**src/owm_pkg.sv**
```systemverilog
package owm_pkg;

  localparam int unsigned CntW = 16;
  localparam int unsigned ByteW = 8;
  localparam int unsigned BitIdxW = 3;
  localparam int unsigned CfgIdxW = 3;

  // command field on the input stream
  typedef enum logic [1:0] {
    KIND_TICK  = 2'd0,
    KIND_RESET = 2'd1,
    KIND_WRITE = 2'd2,
    KIND_READ  = 2'd3
  } kind_e;

  // configuration register indexes
  typedef enum logic [CfgIdxW-1:0] {
    REG_RESET_LOW   = 3'd0,
    REG_RESET_REL   = 3'd1,
    REG_SHORT       = 3'd2,
    REG_LONG        = 3'd3,
    REG_SAMPLE_WAIT = 3'd4,
    REG_READ_REC    = 3'd5
  } reg_idx_e;

  typedef enum logic [7:0] {
    PH_IDLE    = 8'b0000_0001,
    PH_RST_LOW = 8'b0000_0010,
    PH_RST_REL = 8'b0000_0100,
    PH_WR_LOW  = 8'b0000_1000,
    PH_WR_REL  = 8'b0001_0000,
    PH_RD_LOW  = 8'b0010_0000,
    PH_RD_WAIT = 8'b0100_0000,
    PH_RD_REC  = 8'b1000_0000
  } phase_e;

  typedef struct packed {
    logic [CntW-1:0] reset_low_ticks;
    logic [CntW-1:0] reset_release_ticks;
    logic [CntW-1:0] short_ticks;
    logic [CntW-1:0] long_ticks;
    logic [CntW-1:0] sample_wait_ticks;
    logic [CntW-1:0] read_recover_ticks;
  } cfg_t;

  typedef struct packed {
    logic             received_valid;
    logic [ByteW-1:0] received_byte;
    logic             busy_res;
    logic             pull_low;
  } result_t;

  // a zero length phase still lasts one tick
  function automatic logic [CntW-1:0] len_of(input logic [CntW-1:0] v);
    len_of = (v == '0) ? CntW'(1) : v;
  endfunction

endpackage

```
**src/one_wire_master_slot_engine.sv**
```systemverilog
// A result beat is registered and appears in the cycle after its input beat is accepted.
// Throughput: one input beat per cycle; the next beat is taken while a result
// waits, as long as the output register is free or drained in that cycle.
// Reset (rst_ni low, asynchronous): engine idle, counters and bytes cleared,
// timing registers back to their defaults, no result pending.
module one_wire_master_slot_engine
  import owm_pkg::*;
(
  input  logic               clk_i,
  input  logic               rst_ni,
  input  logic               s_axis_tvalid_i,
  output logic               s_axis_tready_o,
  input  logic [15:0]        s_axis_tdata_i,  // [7:0] send_byte, [8] line_level
  input  logic [1:0]         s_axis_tuser_i,  // [1:0] kind
  output logic               m_axis_tvalid_o,
  input  logic               m_axis_tready_i,
  // [0] pull_low, [1] busy_res, [9:2] received_byte, [10] received_valid
  output logic [15:0]        m_axis_tdata_o,
  input  logic               cfg_valid_i,
  output logic               cfg_ready_o,
  input  logic [CfgIdxW-1:0] cfg_index_i,
  input  logic [CntW-1:0]    cfg_data_i
);

  cfg_t    cfg_q;
  result_t res;
  result_t out_q;
  logic    out_valid_q;
  logic    step;

  assign cfg_ready_o     = 1'b1;
  assign s_axis_tready_o = !out_valid_q || m_axis_tready_i;
  assign step            = s_axis_tvalid_i && s_axis_tready_o;

  always_ff @(posedge clk_i or negedge rst_ni) begin
    if (!rst_ni) begin
      cfg_q.reset_low_ticks     <= CntW'(385);
      cfg_q.reset_release_ticks <= CntW'(66);
      cfg_q.short_ticks         <= CntW'(1);
      cfg_q.long_ticks          <= CntW'(66);
      cfg_q.sample_wait_ticks   <= CntW'(10);
      cfg_q.read_recover_ticks  <= CntW'(45);
    end else if (cfg_valid_i) begin
      unique case (reg_idx_e'(cfg_index_i))
        REG_RESET_LOW:   cfg_q.reset_low_ticks     <= cfg_data_i;
        REG_RESET_REL:   cfg_q.reset_release_ticks <= cfg_data_i;
        REG_SHORT:       cfg_q.short_ticks         <= cfg_data_i;
        REG_LONG:        cfg_q.long_ticks          <= cfg_data_i;
        REG_SAMPLE_WAIT: cfg_q.sample_wait_ticks   <= cfg_data_i;
        REG_READ_REC:    cfg_q.read_recover_ticks  <= cfg_data_i;
        default: ;
      endcase
    end
  end

  owm_slot_core u_core (
    .clk_i        (clk_i),
    .rst_ni       (rst_ni),
    .step_i       (step),
    .kind_i       (s_axis_tuser_i),
    .send_byte_i  (s_axis_tdata_i[ByteW-1:0]),
    .line_level_i (s_axis_tdata_i[ByteW]),
    .cfg_i        (cfg_q),
    .res_o        (res)
  );

  always_ff @(posedge clk_i or negedge rst_ni) begin
    if (!rst_ni) begin
      out_valid_q <= 1'b0;
    end else if (s_axis_tready_o) begin
      out_valid_q <= s_axis_tvalid_i;
    end
  end

  // hold the result beat until the sink takes it
  always_ff @(posedge clk_i) begin
    if (step) begin
      out_q <= res;
    end
  end

  assign m_axis_tvalid_o = out_valid_q;
  assign m_axis_tdata_o  = {5'b0, out_q};

  a_no_drop: assert property (@(posedge clk_i) disable iff (!rst_ni)
    (out_valid_q && !m_axis_tready_i) |-> !s_axis_tready_o)
    else $error("input taken while result beat stalled");

  a_step_fills: assert property (@(posedge clk_i) disable iff (!rst_ni)
    step |=> out_valid_q)
    else $error("accepted beat produced no result");

  a_cfg_hold: assert property (@(posedge clk_i) disable iff (!rst_ni)
    !cfg_valid_i |=> $stable(cfg_q))
    else $error("timing register changed without a write");

endmodule

```
**src/owm_slot_core.sv**
```systemverilog
module owm_slot_core
  import owm_pkg::*;
(
  input  logic             clk_i,
  input  logic             rst_ni,
  input  logic             step_i,
  input  logic [1:0]       kind_i,
  input  logic [ByteW-1:0] send_byte_i,
  input  logic             line_level_i,
  input  cfg_t             cfg_i,
  output result_t          res_o
);

  phase_e             phase_q, phase_d;
  logic [CntW-1:0]    tick_q, tick_d;
  logic [BitIdxW-1:0] bit_q, bit_d;
  logic [ByteW-1:0]   shift_q, shift_d;
  logic [ByteW-1:0]   rx_q, rx_d;

  phase_e             cur_phase;
  logic [CntW-1:0]    cur_tick;
  logic [BitIdxW-1:0] cur_bit;
  logic [ByteW-1:0]   cur_shift;
  logic [CntW-1:0]    len;
  logic               tx_bit;
  logic               done;
  logic               start;
  kind_e              kind;

  assign kind  = kind_e'(kind_i);
  assign start = (phase_q == PH_IDLE) && (kind != KIND_TICK);

  // launch a command on the same tick it arrives
  always_comb begin
    cur_phase = phase_q;
    cur_tick  = tick_q;
    cur_bit   = bit_q;
    cur_shift = shift_q;
    if (start) begin
      cur_tick  = '0;
      cur_bit   = '0;
      cur_shift = '0;
      unique case (kind)
        KIND_RESET: cur_phase = PH_RST_LOW;
        KIND_WRITE: begin
          cur_phase = PH_WR_LOW;
          cur_shift = send_byte_i;
        end
        KIND_READ:  cur_phase = PH_RD_LOW;
        default:    cur_phase = phase_q;
      endcase
    end
  end

  assign tx_bit = cur_shift[cur_bit];

  always_comb begin
    unique case (cur_phase)
      PH_RST_LOW: len = len_of(cfg_i.reset_low_ticks);
      PH_RST_REL: len = len_of(cfg_i.reset_release_ticks);
      PH_WR_LOW:  len = tx_bit ? len_of(cfg_i.short_ticks) : len_of(cfg_i.long_ticks);
      PH_WR_REL:  len = tx_bit ? len_of(cfg_i.long_ticks) : len_of(cfg_i.short_ticks);
      PH_RD_LOW:  len = len_of(cfg_i.short_ticks);
      PH_RD_WAIT: len = len_of(cfg_i.sample_wait_ticks);
      PH_RD_REC:  len = len_of(cfg_i.read_recover_ticks);
      default:    len = CntW'(1);
    endcase
  end

  assign done = ({1'b0, cur_tick} + (CntW+1)'(1)) >= {1'b0, len};

  always_comb begin
    phase_d = cur_phase;
    tick_d  = cur_tick;
    bit_d   = cur_bit;
    shift_d = cur_shift;
    rx_d    = rx_q;
    res_o.pull_low       = (cur_phase == PH_RST_LOW) || (cur_phase == PH_WR_LOW) ||
                           (cur_phase == PH_RD_LOW);
    res_o.busy_res       = (cur_phase != PH_IDLE);
    res_o.received_valid = 1'b0;
    if (cur_phase != PH_IDLE) begin
      if (!done) begin
        tick_d = cur_tick + CntW'(1);
      end else begin
        tick_d = '0;
        unique case (cur_phase)
          PH_RST_LOW: phase_d = PH_RST_REL;
          PH_RST_REL: phase_d = PH_IDLE;
          PH_WR_LOW:  phase_d = PH_WR_REL;
          PH_WR_REL: begin
            if (cur_bit == '1) begin
              phase_d = PH_IDLE;
            end else begin
              bit_d   = cur_bit + BitIdxW'(1);
              phase_d = PH_WR_LOW;
            end
          end
          PH_RD_LOW:  phase_d = PH_RD_WAIT;
          PH_RD_WAIT: begin
            shift_d          = cur_shift;
            shift_d[cur_bit] = cur_shift[cur_bit] | line_level_i;
            phase_d          = PH_RD_REC;
          end
          PH_RD_REC: begin
            if (cur_bit == '1) begin
              rx_d                 = cur_shift;
              res_o.received_valid = 1'b1;
              phase_d              = PH_IDLE;
            end else begin
              bit_d   = cur_bit + BitIdxW'(1);
              phase_d = PH_RD_LOW;
            end
          end
          default: phase_d = PH_IDLE;
        endcase
      end
    end
    res_o.received_byte = rx_d;
  end

  always_ff @(posedge clk_i or negedge rst_ni) begin
    if (!rst_ni) begin
      phase_q <= PH_IDLE;
      tick_q  <= '0;
      bit_q   <= '0;
      shift_q <= '0;
      rx_q    <= '0;
    end else if (step_i) begin
      phase_q <= phase_d;
      tick_q  <= tick_d;
      bit_q   <= bit_d;
      shift_q <= shift_d;
      rx_q    <= rx_d;
    end
  end

  a_pull_busy: assert property (@(posedge clk_i) disable iff (!rst_ni)
    res_o.pull_low |-> res_o.busy_res)
    else $error("line driven low outside an operation");

  a_rx_done_idle: assert property (@(posedge clk_i) disable iff (!rst_ni)
    (step_i && res_o.received_valid) |=> (phase_q == PH_IDLE))
    else $error("read completion did not return to idle");

  a_rx_byte: assert property (@(posedge clk_i) disable iff (!rst_ni)
    (step_i && res_o.received_valid) |=> (rx_q == $past(shift_q)))
    else $error("received byte differs from assembled byte");

endmodule
```
**config.mk**
```make
export PLATFORM = sky130hd
export DESIGN_NAME = one_wire_master_slot_engine
export DESIGN_NICKNAME = d
export VERILOG_FILES = /design/src/owm_pkg.sv /design/src/one_wire_master_slot_engine.sv /design/src/owm_slot_core.sv
export SDC_FILE = /design/constraint.sdc
export NUM_CORES = 1
export LEC_CHECK = 0
export ABC_AREA = 0
export BUFFER_PORTS_ARGS = -buffer_cell sky130_fd_sc_hd__buf_4
export CAP_MARGIN = 10
export CORE_MARGIN = 2
export CORE_UTILIZATION = 47
export CTS_CLUSTER_DIAMETER = 150
export DETAILED_ROUTE_END_ITERATION = 10
export PLACE_DENSITY = 0.68
export SLEW_MARGIN = 10
export SYNTH_ARGS = -nofsm -noshare
export SYNTH_HDL_FRONTEND = slang
export SYNTH_SLANG_ARGS = --single-unit
export TNS_END_PERCENT = 100
```
**constraint.sdc**
```tcl
create_clock -name clk_i -period 5.2 [get_ports clk_i]
set_input_delay 0.78 -clock clk_i [delete_from_list [all_inputs] [get_ports clk_i]]
set_output_delay 0.78 -clock clk_i [all_outputs]
set_load 0.01 [all_outputs]
```
==> impl_metrics.ini <==
[timing]
clock_skew_ns = 0.0127
setup_viol = 0
hold_viol_final = 0
layout_min_cycle_time_ns = 5.05
finalMaxSlewViolations = 0
timing.fmax_mhz = 198
max-slew-margin-rel_pct = 19.1
setup_ws_ns = 0.150
worst_slew_pin_slew_ns = 1.21
timing.final.crit_share_pct = 97.1

[critical_path]
rrSetupSlack_ns = 0.15
crit_path_max_incr_delay_ns = 0.53
endpoint_kind = flip-flop
cp.required_ns = 5.50
worstPathArrival_ns = 5.35
timing.rr.end = u_core.rx_q[4]$_DFFE_PN0P_
critPathKind = flip-flop to flip-flop
r2r_start = u_core.phase_q[0]$_DFFE_PN1P_
cp-start-kind = flip-flop
r2r_cells = 17
worstPathCellList = or4b_4 > or3_4 > a32o_1 > o211a_1 > or2_4 > o211ai_1 > buf_4 > a221oi_1 > ha_1 > a21o_1 > a221o_1 > a21oi_2 > o211ai_1 > or2_1 > buf_4 > nand3_4 > mux2_2
critical_path_buf_inv_count = 2
cp_top_family = compound AO/OA/AOI/OAI gates
cp_slowest_cell = dfstp_2
worstPathMaxFanout = 8

[layout]
n_antenna_cell = 0
area.growth.synth_to_final_pct = 19.6
nets = 901
fin_area_mm2 = 0.00985
drive_above_1_share_pct = 34.9

[synth]
ys_types = 70
avgSynthCellArea_um2 = 10.8
synthTopCellsByCount = dfrtp_1 (125), mux2_2 (112), nand2_1 (70), clkbuf_1 (33), o21ai_0 (33)
async_flop_share_pct = 92.7
yosys-top-cells-area = dfrtp_1 (38%), mux2_2 (15%), dfstp_2 (4.8%)
yosysWarnings = 0
synth_seq_cells = 151
yosysTopAreaCell = dfrtp_1
seq_area_frac_synth_pct = 46.8
synth.most_common_cell = dfrtp_1
syn-instance-count = 762
synth_top_area_share_pct = 38.0
synth_edf_count = 11
synth_top_flop_cell = dfrtp_1
syn_area_mm2 = 0.00824

[pwr]
intPower_w = 0.00328
powerDensity_mw_per_mm2 = 544
switching_power_w = 0.00209
p_seq_share_pct = 31.6
p_leak_nw = 4.18
ir_drop_mv = 0.342
power_switching_share_pct = 38.9
p_clk_share_pct = 21.9
p_comb_share_pct = 46.5

[placed_design]
dpl_cell_area_mm2 = 0.00907
dp_hpwl_um = 15600
portBuffers = 47
place_congestion = 0.898
pre_cts_ws_ns = -0.196

[status]
outcome = finished, final reports clean

[die]
placementRows = 48
die_h_um = 136
start_util_pct = 47.8
io_pins = 61
die_w_um = 136
dieArea_mm2 = 0.0186
core_mm2 = 0.0172

[drt]
drtIter0Drc = 617
drc = 0
final_antenna_net_count = 0
routed_wl_um = 21400
vias_per_cell = 6.05
wl_per_cell_um = 19.9
dr_total_vias = 6533
drt_pass1_iterations = 5

[clocking]
hold_buffers = 0
cts.path.max_buffers = 2
path_clk_slew_ns = 0.06
insertion_delay_ns = 0.43
htreeDepth = 4
cts_inserted_buffers = 17
root_buffer = clkbuf_16
clock-sinks = 151
cts_tree = done

[hold_path]
min_path_type = primary input to async pin

[grt]
grt_first_pass_wirelength_um = 33900
grt_pass1_vias = 6415
grt_antenna_before_repair = 0
grt.total_usage_pct = 23.9
grt_max_degree = 91
overflow = 0

[flow_run]
max_cap_violations = 0
-- placed cells by master, fill, tap and decap left out, types with 7 or more instances in the layout --
cell type / netlist / layout
o21ai_0: 33 / 30
inv_1: 10 / 10
nand2b_1: 8 / 8
nor2_1: 32 / 29
a22oi_1: 20 / 20
edfxtp_1: 11 / 11
nor4_1: 28 / 28
nand3_1: 25 / 25
a221oi_2: 0 / 10
a21oi_1: 12 / 10
buf_4: 7 / 103
clkbuf_16: 0 / 19
and2_1: 10 / 10
mux2_2: 112 / 112
ha_1: 18 / 18
dfstp_2: 15 / 15
o211ai_1: 12 / 12
dfrtp_1: 125 / 125
nor3_1: 14 / 13
xor2_1: 9 / 9
a221o_1: 7 / 7
nand2_1: 70 / 70
nand4_1: 13 / 13
-- metrics by stage --
stage	util [%]	instances	power, W	hold slack, ns	TNS, ns
after floorplan	-	766	0.00309	0.463	0
after global placement	52.6	1043	0.00384	0.480	-1.63
after detailed placement	52.6	1043	0.00392	0.487	-2.75
after CTS	56.1	1075	0.00514	0.448	0
after global routing	57.2	1079	0.00569	0.479	-0.0587
final	57.2	1079	0.00536	0.420	0
-- sequential cells by signal, indices dropped and copies added, names as in the netlist --
signal           cells
u_core.rx_q          8
u_core.tick_q       16
m_axis_tvalid_o      1
cfg_q               96
u_core.bit_q         3
u_core.phase_q       8
u_core.shift_q       8
m_axis_tdata_o      11
-- power groups by stage --
stage | Sequential [W] | Combinational, W | Clock [W]
after global placement | 0.00168 | 0.00216 | 0
after CTS | 0.00168 | 0.00226 | 0.00119
after floorplan | 0.00164 | 0.00145 | 0
after detailed placement | 0.00170 | 0.00222 | 0
final | 0.00170 | 0.00250 | 0.00117
after global routing | 0.00173 | 0.00271 | 0.00125
-- cell type report --
cell class,count,area [um2]
Clock buffer,24,504
Tap cell,225,282
Sequential cell,151,3850
Fill cell,1460,7380
Multi-Input combinational cell,555,4320
Timing Repair Buffer,105,796
Clock inverter,8,61.3
Inverter,11,41.3
-- routing by layer --
metal	up-vias	share of wire (%)	global-route usage (%)
met3	40	5.1	4.85
met4	0	3.3	10.5
met2	216	49	38.6
met1	3245	43	31.1
li1	3032	-	-
met5	-	0	0
-- how the worst max path moves through the flow --
stage / slack (ns) / start / to / cells past startpoint
after detailed placement: -0.20 / s_axis_tuser_i[1] / u_core.tick_q[4]$_DFFE_PN0P_ / 19
after CTS: 0.005 / u_core.phase_q[0]$_DFFE_PN1P_ / u_core.phase_q[5]$_DFFE_PN0P_ / 18
after global routing: -0.01 / u_core.phase_q[0]$_DFFE_PN1P_ / u_core.rx_q[3]$_DFFE_PN0P_ / 17
after floorplan: 0.02 / s_axis_tuser_i[1] / m_axis_tdata_o[2]$_DFFE_PP_ / 20
after global placement: -0.1 / s_axis_tuser_i[1] / u_core.tick_q[2]$_DFFE_PN0P_ / 19
final: 0.15 / u_core.phase_q[0]$_DFFE_PN1P_ / u_core.rx_q[4]$_DFFE_PN0P_ / 17
-- cells by family after synthesis --
family,Yosys count,synth area share [%]
AND/OR/NAND/NOR,242,15.4
flip-flops,151,46.8
other,2,0.0912
XOR/XNOR,15,1.59
multiplexers,118,16.2
buffers and inverters,60,3.39
AO/OA/AOI/OAI,156,13.8
adder cells (fa/ha/maj),18,2.73
-- timing repair --
| item | 4_1_cts | 5_1_grt |
|---|---|---|
| endpoints found under the setup margin | 28 | 49 |
| buffers inserted | 0 | 4 |
| pin swaps | 0 | 8 |
| resized for setup | 5 | 32 |
Note: power is estimated with default switching activity, not from simulation.
